--- src/rtl/cse_pkg.sv ---
`default_nettype none
package cse_pkg;

   localparam int COORD_BITS   = 12;
   localparam int FRAC_BITS    = 8;
   localparam int VTX_BITS     = COORD_BITS + FRAC_BITS;
   localparam int MUL_BITS     = 2 * VTX_BITS;
   localparam int DSQ_BITS     = MUL_BITS + 1;
   localparam int SQRT_IN_BITS = 62;
   localparam int EXTRA_BITS   = (SQRT_IN_BITS - DSQ_BITS) / 2;
   localparam int WIDE_BITS    = 64;
   localparam int QUOT_BITS    = 17;
   localparam int DIR_BITS     = 16;
   localparam int DIR_ONE      = 16384;
   localparam int DIST_BITS    = 21;
   localparam int LEN_BITS     = 32;
   localparam int NEAR_SHIFT   = 28;
   localparam int DIR_SHIFT    = 14 + EXTRA_BITS;

   localparam int CSR_INDEX_BITS = 1;
   localparam int CSR_DATA_BITS  = VTX_BITS;
   localparam logic [CSR_INDEX_BITS-1:0] REG_VERTEX_X = 1'b0;
   localparam logic [CSR_INDEX_BITS-1:0] REG_VERTEX_Y = 1'b1;

   typedef struct packed {
      logic [COORD_BITS-1:0] hit_x;
      logic [COORD_BITS-1:0] hit_y;
      logic                  last_hit;
   } cse_req_type;

   typedef struct packed {
      logic [COORD_BITS-1:0]      start_x;
      logic [COORD_BITS-1:0]      start_y;
      logic [COORD_BITS-1:0]      end_x;
      logic [COORD_BITS-1:0]      end_y;
      logic [DIST_BITS-1:0]       start_distance;
      logic signed [DIR_BITS-1:0] dir_x;
      logic signed [DIR_BITS-1:0] dir_y;
      logic                       zero_length;
   } cse_rsp_type;

   typedef struct packed {
      logic start;
      logic is_sqrt;
   } cse_eng_cmd_type;

   function automatic logic [VTX_BITS-1:0] abs_diff(input logic [VTX_BITS-1:0] a,
                                                    input logic [VTX_BITS-1:0] b);
      return (a >= b) ? (a - b) : (b - a);
   endfunction

   // Clamps a rounded quotient to unit length and applies the sign.
   function automatic logic [DIR_BITS-1:0] make_dir(input logic [WIDE_BITS-1:0] q,
                                                    input logic neg);
      logic [DIR_BITS-1:0] m;
      m = (q > WIDE_BITS'(DIR_ONE)) ? DIR_BITS'(DIR_ONE) : q[DIR_BITS-1:0];
      return neg ? (~m + 1'b1) : m;
   endfunction

endpackage
`default_nettype wire

--- src/rtl/cse_engine.sv ---
`default_nettype none
module cse_engine import cse_pkg::*; (
   input  wire logic                 clock,
   input  wire logic                 reset,
   input  wire cse_eng_cmd_type      cmd,
   input  wire logic [WIDE_BITS-1:0] arg_a,
   input  wire logic [WIDE_BITS-1:0] arg_b,
   output logic                      done,
   output logic [WIDE_BITS-1:0]      result
);

   localparam int SQRT_STEPS = SQRT_IN_BITS / 2;
   localparam int CNT_BITS   = $clog2(SQRT_STEPS + 1);

   logic                 busy_ff, busy_in;
   logic                 done_ff, done_in;
   logic                 sqrt_ff, sqrt_in;
   logic                 ovf_ff, ovf_in;
   logic [CNT_BITS-1:0]  cnt_ff, cnt_in;
   logic [WIDE_BITS-1:0] rem_ff, rem_in;
   logic [WIDE_BITS-1:0] acc_ff, acc_in;
   logic [WIDE_BITS-1:0] bit_ff, bit_in;
   logic [WIDE_BITS-1:0] opb;
   logic [WIDE_BITS-1:0] diff;
   logic                 ge;

   // The single compare-subtract shared by square root and division.
   // In the root loop the trial bit never overlaps the partial root.
   assign opb  = sqrt_ff ? (acc_ff | bit_ff) : bit_ff;
   assign ge   = rem_ff >= opb;
   assign diff = rem_ff - opb;

   always_comb begin
      busy_in = busy_ff;
      done_in = 1'b0;
      sqrt_in = sqrt_ff;
      ovf_in  = ovf_ff;
      cnt_in  = cnt_ff;
      rem_in  = rem_ff;
      acc_in  = acc_ff;
      bit_in  = bit_ff;
      if (cmd.start) begin
         busy_in = 1'b1;
         sqrt_in = cmd.is_sqrt;
         rem_in  = arg_a;
         acc_in  = '0;
         if (cmd.is_sqrt) begin
            bit_in = WIDE_BITS'(1) << (SQRT_IN_BITS - 2);
            cnt_in = CNT_BITS'(SQRT_STEPS);
            ovf_in = 1'b0;
         end else begin
            bit_in = arg_b << (QUOT_BITS - 1);
            cnt_in = CNT_BITS'(QUOT_BITS);
            ovf_in = (arg_a >> QUOT_BITS) >= arg_b;
         end
      end else if (busy_ff) begin
         if (ge) begin
            rem_in = diff;
         end
         if (sqrt_ff) begin
            acc_in = (acc_ff >> 1) | (ge ? bit_ff : '0);
            bit_in = bit_ff >> 2;
         end else begin
            acc_in = {acc_ff[WIDE_BITS-2:0], ge};
            bit_in = bit_ff >> 1;
         end
         cnt_in = cnt_ff - 1'b1;
         if (cnt_ff == CNT_BITS'(1)) begin
            busy_in = 1'b0;
            done_in = 1'b1;
         end
      end
   end

   always_ff @(posedge clock) begin
      if (reset) begin
         busy_ff <= 1'b0;
         done_ff <= 1'b0;
      end else begin
         busy_ff <= busy_in;
         done_ff <= done_in;
      end
      sqrt_ff <= sqrt_in;
      ovf_ff  <= ovf_in;
      cnt_ff  <= cnt_in;
      rem_ff  <= rem_in;
      acc_ff  <= acc_in;
      bit_ff  <= bit_in;
   end

   assign done   = done_ff;
   assign result = ovf_ff ? '1 : acc_ff;

endmodule
`default_nettype wire

--- src/rtl/cluster_start_end_direction_top.sv ---
`default_nettype none
// Finds the start and end hits of a pixel cluster relative to a configured vertex and
// returns the start point, end point, start-to-vertex distance and a Q1.14 unit direction
// once the hit flagged as last has been taken. Each hit request occupies the block while
// the one registered squaring multiplier is used twice for it. For a last hit, one
// compare-subtract unit computes up to two 31-step square roots (distance and normalising
// length) and up to two 17-step divisions, one bit per cycle. The response waits in its
// output registers until taken; stall is high meanwhile.
module cluster_start_end_direction_top import cse_pkg::*; (
   input  wire logic                      clock,
   input  wire logic                      reset,
   input  wire logic                      req_valid,
   output logic                           req_stall,
   input  wire cse_req_type               req_data,
   output logic                           rsp_valid,
   input  wire logic                      rsp_stall,
   output cse_rsp_type                    rsp_data,
   input  wire logic                      csr_we,
   input  wire logic [CSR_INDEX_BITS-1:0] csr_index,
   input  wire logic [CSR_DATA_BITS-1:0]  csr_wdata
);

   typedef enum logic [19:0] {
      S_IDLE  = 20'h00001, S_HSQX  = 20'h00002, S_HSQY  = 20'h00004, S_HUPD  = 20'h00008,
      S_SOFF  = 20'h00010, S_SSQX  = 20'h00020, S_SSQY  = 20'h00040, S_SSUM  = 20'h00080,
      S_DGO   = 20'h00100, S_DWAIT = 20'h00200, S_LSQX  = 20'h00400, S_LSQY  = 20'h00800,
      S_LSUM  = 20'h01000, S_LGO   = 20'h02000, S_LWAIT = 20'h04000, S_XGO   = 20'h08000,
      S_XWAIT = 20'h10000, S_YGO   = 20'h20000, S_YWAIT = 20'h40000, S_OUT   = 20'h80000
   } state_type;

   localparam int PT_BITS = 2 * COORD_BITS;

   state_type              state_ff, state_in;
   logic [VTX_BITS-1:0]    vx_ff, vy_ff;
   logic                   first_ff;
   logic [DSQ_BITS-1:0]    near_dsq_ff, far_dsq_ff;
   logic [PT_BITS-1:0]     near_pt_ff, far_pt_ff;
   logic [VTX_BITS-1:0]    dmx_ff, dmy_ff;
   logic                   last_ff;
   logic [VTX_BITS-1:0]    smx_ff, smy_ff;
   logic                   ssx_ff, ssy_ff;
   logic [COORD_BITS-1:0]  lmx_ff, lmy_ff;
   logic                   lsx_ff, lsy_ff;
   logic [MUL_BITS-1:0]    mul_ff, acc_ff;
   logic [DSQ_BITS-1:0]    sum_ff;
   logic                   near_ff;
   logic [DIST_BITS-1:0]   dist_ff;
   logic [LEN_BITS-1:0]    len_ff;
   logic [DIR_BITS-1:0]    dirx_ff, diry_ff;
   logic                   zero_ff;

   // The point of the hit being compared, packed y above x.
   logic [PT_BITS-1:0]     hit_pt_q;
   logic [COORD_BITS-1:0]  hx_ff, hy_ff;

   logic [VTX_BITS-1:0]    mul_op;
   logic [DSQ_BITS-1:0]    sq_sum;
   logic [COORD_BITS-1:0]  nx, ny, fx, fy;
   logic [VTX_BITS-1:0]    nx_fx, ny_fx;
   cse_eng_cmd_type        eng_cmd;
   logic [WIDE_BITS-1:0]   eng_a, eng_b;
   logic                   eng_done;
   logic [WIDE_BITS-1:0]   eng_res;
   logic [WIDE_BITS-1:0]   num_x, num_y, len_w;

   assign req_stall = (state_ff != S_IDLE);
   assign rsp_valid = (state_ff == S_OUT);

   assign hit_pt_q = {hy_ff, hx_ff};
   assign sq_sum = DSQ_BITS'(acc_ff) + DSQ_BITS'(mul_ff);
   assign nx     = near_pt_ff[COORD_BITS-1:0];
   assign ny     = near_pt_ff[PT_BITS-1:COORD_BITS];
   assign fx     = far_pt_ff[COORD_BITS-1:0];
   assign fy     = far_pt_ff[PT_BITS-1:COORD_BITS];
   assign nx_fx  = {nx, FRAC_BITS'(0)};
   assign ny_fx  = {ny, FRAC_BITS'(0)};

   // Dividend and divisor of the rounded quotient: (2*mag + len) / (2*len).
   assign len_w = WIDE_BITS'(len_ff);
   assign num_x = near_ff ? ((WIDE_BITS'(lmx_ff) << (NEAR_SHIFT + 1)) + len_w)
                          : ((WIDE_BITS'(smx_ff) << (DIR_SHIFT + 1)) + len_w);
   assign num_y = near_ff ? ((WIDE_BITS'(lmy_ff) << (NEAR_SHIFT + 1)) + len_w)
                          : ((WIDE_BITS'(smy_ff) << (DIR_SHIFT + 1)) + len_w);

   always_comb begin
      case (state_ff)
         S_HSQX:  mul_op = dmx_ff;
         S_HSQY:  mul_op = dmy_ff;
         S_SSQX:  mul_op = smx_ff;
         S_SSQY:  mul_op = smy_ff;
         S_LSQX:  mul_op = VTX_BITS'(lmx_ff);
         S_LSQY:  mul_op = VTX_BITS'(lmy_ff);
         default: mul_op = '0;
      endcase
   end

   always_comb begin
      eng_cmd = '0;
      eng_a   = '0;
      eng_b   = '0;
      case (state_ff)
         S_DGO: begin
            eng_cmd = '{start: 1'b1, is_sqrt: 1'b1};
            eng_a   = WIDE_BITS'(sum_ff);
         end
         S_LGO: begin
            eng_cmd = '{start: 1'b1, is_sqrt: 1'b1};
            eng_a   = near_ff ? (WIDE_BITS'(sum_ff) << NEAR_SHIFT)
                              : (WIDE_BITS'(sum_ff) << (2 * EXTRA_BITS));
         end
         S_XGO: begin
            eng_cmd = '{start: 1'b1, is_sqrt: 1'b0};
            eng_a   = num_x;
            eng_b   = len_w << 1;
         end
         S_YGO: begin
            eng_cmd = '{start: 1'b1, is_sqrt: 1'b0};
            eng_a   = num_y;
            eng_b   = len_w << 1;
         end
         default: begin
            eng_cmd = '0;
         end
      endcase
   end

   always_comb begin
      state_in = state_ff;
      case (state_ff)
         S_IDLE:  if (req_valid) state_in = S_HSQX;
         S_HSQX:  state_in = S_HSQY;
         S_HSQY:  state_in = S_HUPD;
         S_HUPD:  state_in = last_ff ? S_SOFF : S_IDLE;
         S_SOFF:  state_in = S_SSQX;
         S_SSQX:  state_in = S_SSQY;
         S_SSQY:  state_in = S_SSUM;
         S_SSUM:  state_in = S_DGO;
         S_DGO:   state_in = S_DWAIT;
         S_DWAIT: if (eng_done) state_in = near_ff ? S_LSQX : S_LGO;
         S_LSQX:  state_in = S_LSQY;
         S_LSQY:  state_in = S_LSUM;
         S_LSUM:  state_in = (sq_sum == '0) ? S_OUT : S_LGO;
         S_LGO:   state_in = S_LWAIT;
         S_LWAIT: if (eng_done) state_in = S_XGO;
         S_XGO:   state_in = S_XWAIT;
         S_XWAIT: if (eng_done) state_in = S_YGO;
         S_YGO:   state_in = S_YWAIT;
         S_YWAIT: if (eng_done) state_in = S_OUT;
         S_OUT:   if (!rsp_stall) state_in = S_IDLE;
         default: state_in = S_IDLE;
      endcase
   end

   always_ff @(posedge clock) begin
      if (reset) begin
         state_ff    <= S_IDLE;
         vx_ff       <= '0;
         vy_ff       <= '0;
         first_ff    <= 1'b1;
         near_dsq_ff <= '0;
         far_dsq_ff  <= '0;
         near_pt_ff  <= '0;
         far_pt_ff   <= '0;
      end else begin
         state_ff <= state_in;
         if (csr_we) begin
            case (csr_index)
               REG_VERTEX_X: vx_ff <= csr_wdata;
               REG_VERTEX_Y: vy_ff <= csr_wdata;
               default: ;
            endcase
         end
         if (state_ff == S_HUPD) begin
            first_ff <= last_ff;
            if (first_ff || sq_sum < near_dsq_ff) begin
               near_dsq_ff <= sq_sum;
               near_pt_ff  <= hit_pt_q;
            end
            if (first_ff || sq_sum > far_dsq_ff) begin
               far_dsq_ff <= sq_sum;
               far_pt_ff  <= hit_pt_q;
            end
         end
      end
   end

   always_ff @(posedge clock) begin
      mul_ff <= MUL_BITS'(mul_op) * MUL_BITS'(mul_op);
      acc_ff <= mul_ff;
      if (state_ff == S_IDLE && req_valid) begin
         hx_ff   <= req_data.hit_x;
         hy_ff   <= req_data.hit_y;
         last_ff <= req_data.last_hit;
         dmx_ff  <= abs_diff({req_data.hit_x, FRAC_BITS'(0)}, vx_ff);
         dmy_ff  <= abs_diff({req_data.hit_y, FRAC_BITS'(0)}, vy_ff);
      end
      case (state_ff)
         S_SOFF: begin
            smx_ff  <= abs_diff(nx_fx, vx_ff);
            smy_ff  <= abs_diff(ny_fx, vy_ff);
            ssx_ff  <= nx_fx < vx_ff;
            ssy_ff  <= ny_fx < vy_ff;
            lmx_ff  <= (fx >= nx) ? (fx - nx) : (nx - fx);
            lmy_ff  <= (fy >= ny) ? (fy - ny) : (ny - fy);
            lsx_ff  <= fx < nx;
            lsy_ff  <= fy < ny;
            zero_ff <= 1'b0;
            dirx_ff <= '0;
            diry_ff <= '0;
         end
         S_SSUM: begin
            sum_ff  <= sq_sum;
            near_ff <= sq_sum < (DSQ_BITS'(1) << (2 * FRAC_BITS));
         end
         S_DWAIT: begin
            if (eng_done) begin
               dist_ff <= (eng_res > WIDE_BITS'({DIST_BITS{1'b1}})) ? '1
                                                                   : eng_res[DIST_BITS-1:0];
            end
         end
         S_LSUM: begin
            sum_ff  <= sq_sum;
            zero_ff <= (sq_sum == '0);
         end
         S_LWAIT: begin
            if (eng_done) len_ff <= eng_res[LEN_BITS-1:0];
         end
         S_XWAIT: begin
            if (eng_done) dirx_ff <= make_dir(eng_res, near_ff ? lsx_ff : ssx_ff);
         end
         S_YWAIT: begin
            if (eng_done) diry_ff <= make_dir(eng_res, near_ff ? lsy_ff : ssy_ff);
         end
         default: ;
      endcase
   end

   cse_engine u_engine (
      .clock  (clock),
      .reset  (reset),
      .cmd    (eng_cmd),
      .arg_a  (eng_a),
      .arg_b  (eng_b),
      .done   (eng_done),
      .result (eng_res)
   );

   assign rsp_data.start_x        = nx;
   assign rsp_data.start_y        = ny;
   assign rsp_data.end_x          = fx;
   assign rsp_data.end_y          = fy;
   assign rsp_data.start_distance = dist_ff;
   assign rsp_data.dir_x          = dirx_ff;
   assign rsp_data.dir_y          = diry_ff;
   assign rsp_data.zero_length    = zero_ff;

endmodule
`default_nettype wire
--- config.mk ---
export PLATFORM = sky130hd
export DESIGN_NAME = cluster_start_end_direction_top
export DESIGN_NICKNAME = d
export VERILOG_FILES = /design/src/rtl/cse_pkg.sv /design/src/rtl/cse_engine.sv /design/src/rtl/cluster_start_end_direction_top.sv
export SDC_FILE = /design/constraint.sdc
export NUM_CORES = 2
export LEC_CHECK = 0
export ABC_AREA = 1
export BUFFER_PORTS_ARGS = -buffer_cell sky130_fd_sc_hd__buf_2
export CAP_MARGIN = 30
export CORE_AREA = 2 2 336 338
export DETAILED_ROUTE_END_ITERATION = 7
export DIE_AREA = 0 0 338 340
export PLACE_DENSITY = 0.7
export SYNTH_ARGS = -nofsm -noshare
export SYNTH_HDL_FRONTEND = slang
export SYNTH_SLANG_ARGS = --single-unit
--- constraint.sdc ---
create_clock -name clock -period 9.1 [get_ports clock]
set_input_delay 1.82 -clock clock [delete_from_list [all_inputs] [get_ports clock]]
set_output_delay 1.82 -clock clock [all_outputs]
set_load 0.005 [all_outputs]
==> results.md <==
* Synthesized area per cell at 7.73 µm²
* Commonest non-fill, non-tap cells in the layout: 1492 x sky130_fd_sc_hd__nand2_1, 1241 x sky130_fd_sc_hd__inv_1, 791 x sky130_fd_sc_hd__a21oi_1, 642 x sky130_fd_sc_hd__nor2_1, 542 x sky130_fd_sc_hd__o21ai_0
* Number of port buffers at 154
* Post-synth EDFFs at 393
* Synth Cell Area at 0.0595 mm²
* Final setup TNS at 0 ns
* Register area share after synthesis at 0.311
* Via count of the first global-routing pass at 52300
* Buffer and inverter count on the worst path at 7
* Cts-stage hold buffer count at 0
* Endpoint arrival time on the critical path at 8.89 ns
* Number of buffers created by CTS at 83
* WS Path Type: reg -> reg
* Worst setup EP type: flip-flop
* Ratio of cells with drive above 1 in the final layout at 0.0631
* Insertion delay of the later-clocked pin in the worst-skew pair at 0.70 ns
* Cell at the root of the clock tree: sky130_fd_sc_hd__clkbuf_16
* Library cells used by synthesis at 79
* Remaining max-slew budget at the tightest pin at 0.322
* Total grt overflow at 0
* H-tree depth reported by CTS at 3
* Max capacitance violation total at 0
* DP Area at 0.0617 mm²
* F_max at 120 MHz
* Avg WL per Cell at 21.7 µm
* Cell seen most often among critical-path stages: sky130_fd_sc_hd__fa_1
* Initial core utilization at 0.533
* Hold violation total from the final report at 0
* Clock Pin Slew Worst Setup and Hold Paths at 0.09 ns
* Clock period minus worst slack at 8.32 ns
* Critical path required time at 9.67 ns
* Max FO, Critical Path at 15
* Top-level I/O count at 155
* Main flop type after synthesis: sky130_fd_sc_hd__edfxtp_1
* Number of pins with negative max-slew slack in the final report at 0
* Synth Net Count at 8570
* Area Overhead vs Synth at 8.47%
* Pin count of the biggest net entering global routing at 217
* Most common library cell in the layout ignoring fill and taps: sky130_fd_sc_hd__nand2_1
* DIE AREA at 0.115 mm²
* Slew at the pin closest to its max-slew limit at 1.01 ns
* Maximum VDD drop at 0.121 mV
* RSZ-0062 raised after global routing: false
* Die X-Extent at 338 µm
* Initial antenna violation count at 3
* Result of the run: completed
* Worst-case clock skew at 0.0537 ns
* Yosys Warn Count at 0
* Routability congestion estimate from global placement at 1.03
* Final-stage net count at 8623
* Leak pwr at 0.0305 µW
* Post-synthesis cell count at 7705
* Finish-stage setup viols at 0
* Die Ht at 340 µm
* Hold WC Path Type: reg -> reg
* Number of sinks on the clock net at 728
* Crit-path slowest cell: sky130_fd_sc_hd__fa_1
* Sum of routed wire length over all layers at 202000 µm
* Post-synth ARST share at 0
* Placed wire-length estimate after detailed placement at 160000 µm
* Count of vias placed by the detailed router at 54000
* Post-route DRC at 0
* Drt pass-1 iters at 8
* Number of placement rows at 123
* Power Dens Cells at 125 mW/mm²
* Worst Setup Start Kind: flip-flop
* Residual antenna-violating net count after detailed routing at 0
* Clock tree from TritonCTS: built
* Maximum buffer depth of the clock tree at 3
* Final instance area at 0.0646 mm²
* Period utilization at 0.914
* Largest stage delay on the critical path at 0.57 ns
* Gate family responsible for the most delay along the worst path: adder cells
* Placeable Area at 0.112 mm²
* Global-route wire length before repair at 309000 µm
* Buffers inserted during post-CTS setup optimization at 0
* Aggregate global-route resource usage at 0.351
* Vias per Instance at 5.78
* Tightest hold margin at 0.328 ns
* Flip-flop and latch count after synthesis at 728
* Count of routing violations after the opening detailed-route iteration at 4980
area by class of cell:
class | count | area [µm²]
timing repair buffer | 212 | 1260
clock buffer | 105 | 2230
multi-input combinational | 5447 | 35200
fill | 10500 | 47000
inverter | 1286 | 4830
antenna | 4 | 10.0
clock inverter | 49 | 658
tap | 1500 | 1880
sequential | 728 | 18500
synthesized netlist by cell type (145+ instances only):
| master | count | area (µm²) |
|---|---|---|
| sky130_fd_sc_hd__clkbuf_1 | 167 | 627 |
| sky130_fd_sc_hd__dfxtp_1 | 335 | 6710 |
| sky130_fd_sc_hd__inv_1 | 1245 | 4670 |
| sky130_fd_sc_hd__nor2_1 | 646 | 2420 |
| sky130_fd_sc_hd__nand3_1 | 240 | 1200 |
| sky130_fd_sc_hd__a21oi_1 | 792 | 3960 |
| sky130_fd_sc_hd__ha_1 | 521 | 6520 |
| sky130_fd_sc_hd__nand2_1 | 1496 | 5620 |
| sky130_fd_sc_hd__o21ai_0 | 542 | 2710 |
| sky130_fd_sc_hd__xor2_1 | 145 | 1270 |
| sky130_fd_sc_hd__fa_1 | 293 | 5870 |
| sky130_fd_sc_hd__edfxtp_1 | 393 | 11800 |
logic make-up after synthesis:
group	synth area share
flops	0.311
mux	0.00187
xor+xnor	0.0299
fa+ha+maj	0.208
buf+inv	0.0992
simple gates	0.192
compound gates	0.158
state kept, by name (all words and copies together), names as in the netlist, 20 cells and up:
signal           cells
u_engine.rem_ff     64
acc_ff              39
u_engine.acc_ff     64
near_dsq_ff         41
far_dsq_ff          41
vy_ff               20
mul_ff              39
far_pt_ff           24
dmy_ff              20
vx_ff               20
smx_ff              20
dmx_ff              20
near_pt_ff          24
dist_ff             21
state_ff            20
len_ff              32
u_engine.bit_ff     61
sum_ff              41
smy_ff              20
routing by layer:
layer,track usage,share of wire
met1,0.470,0.42
met4,0.177,0.058
met3,0.0463,0.073
met2,0.556,0.45
met5,0,0.00018
stage by stage:
stage                     worst slack (ns)  power [µW]   util  instances
after global routing                 0.162        8360  0.579       9327
after detailed placement             0.566        4550  0.553       9172
final                                0.781        8090  0.579       9331
after floorplan                       1.94        4250      -       7705
after global placement               0.781        4540  0.552       9167
after CTS                            0.542        8120  0.578       9326
final timing paths:
kind	startpoint	to	slack [ns]	depth (start not counted)
min reg2reg	mul_ff[6]	acc_ff[6]	0.33	0
max reg2reg	state_ff[12]	mul_ff[26]	0.78	29
max	state_ff[12]	mul_ff[26]	0.78	29
min	mul_ff[6]	acc_ff[6]	0.33	0
power breakdown:
part           internal, µW  switching [µW]  leakage [µW]
clock                  2080            1520       0.00139
sequential             3540            71.1       0.00637
combinational           290             588        0.0227
what timing repair did:
action                                  in CTS  in global routing
endpoints found under the setup margin       0                  1
hold endpoints to repair                     0                  0
resized for setup                            0                  1
No activity file was read; power rests on OpenSTA's default activity.
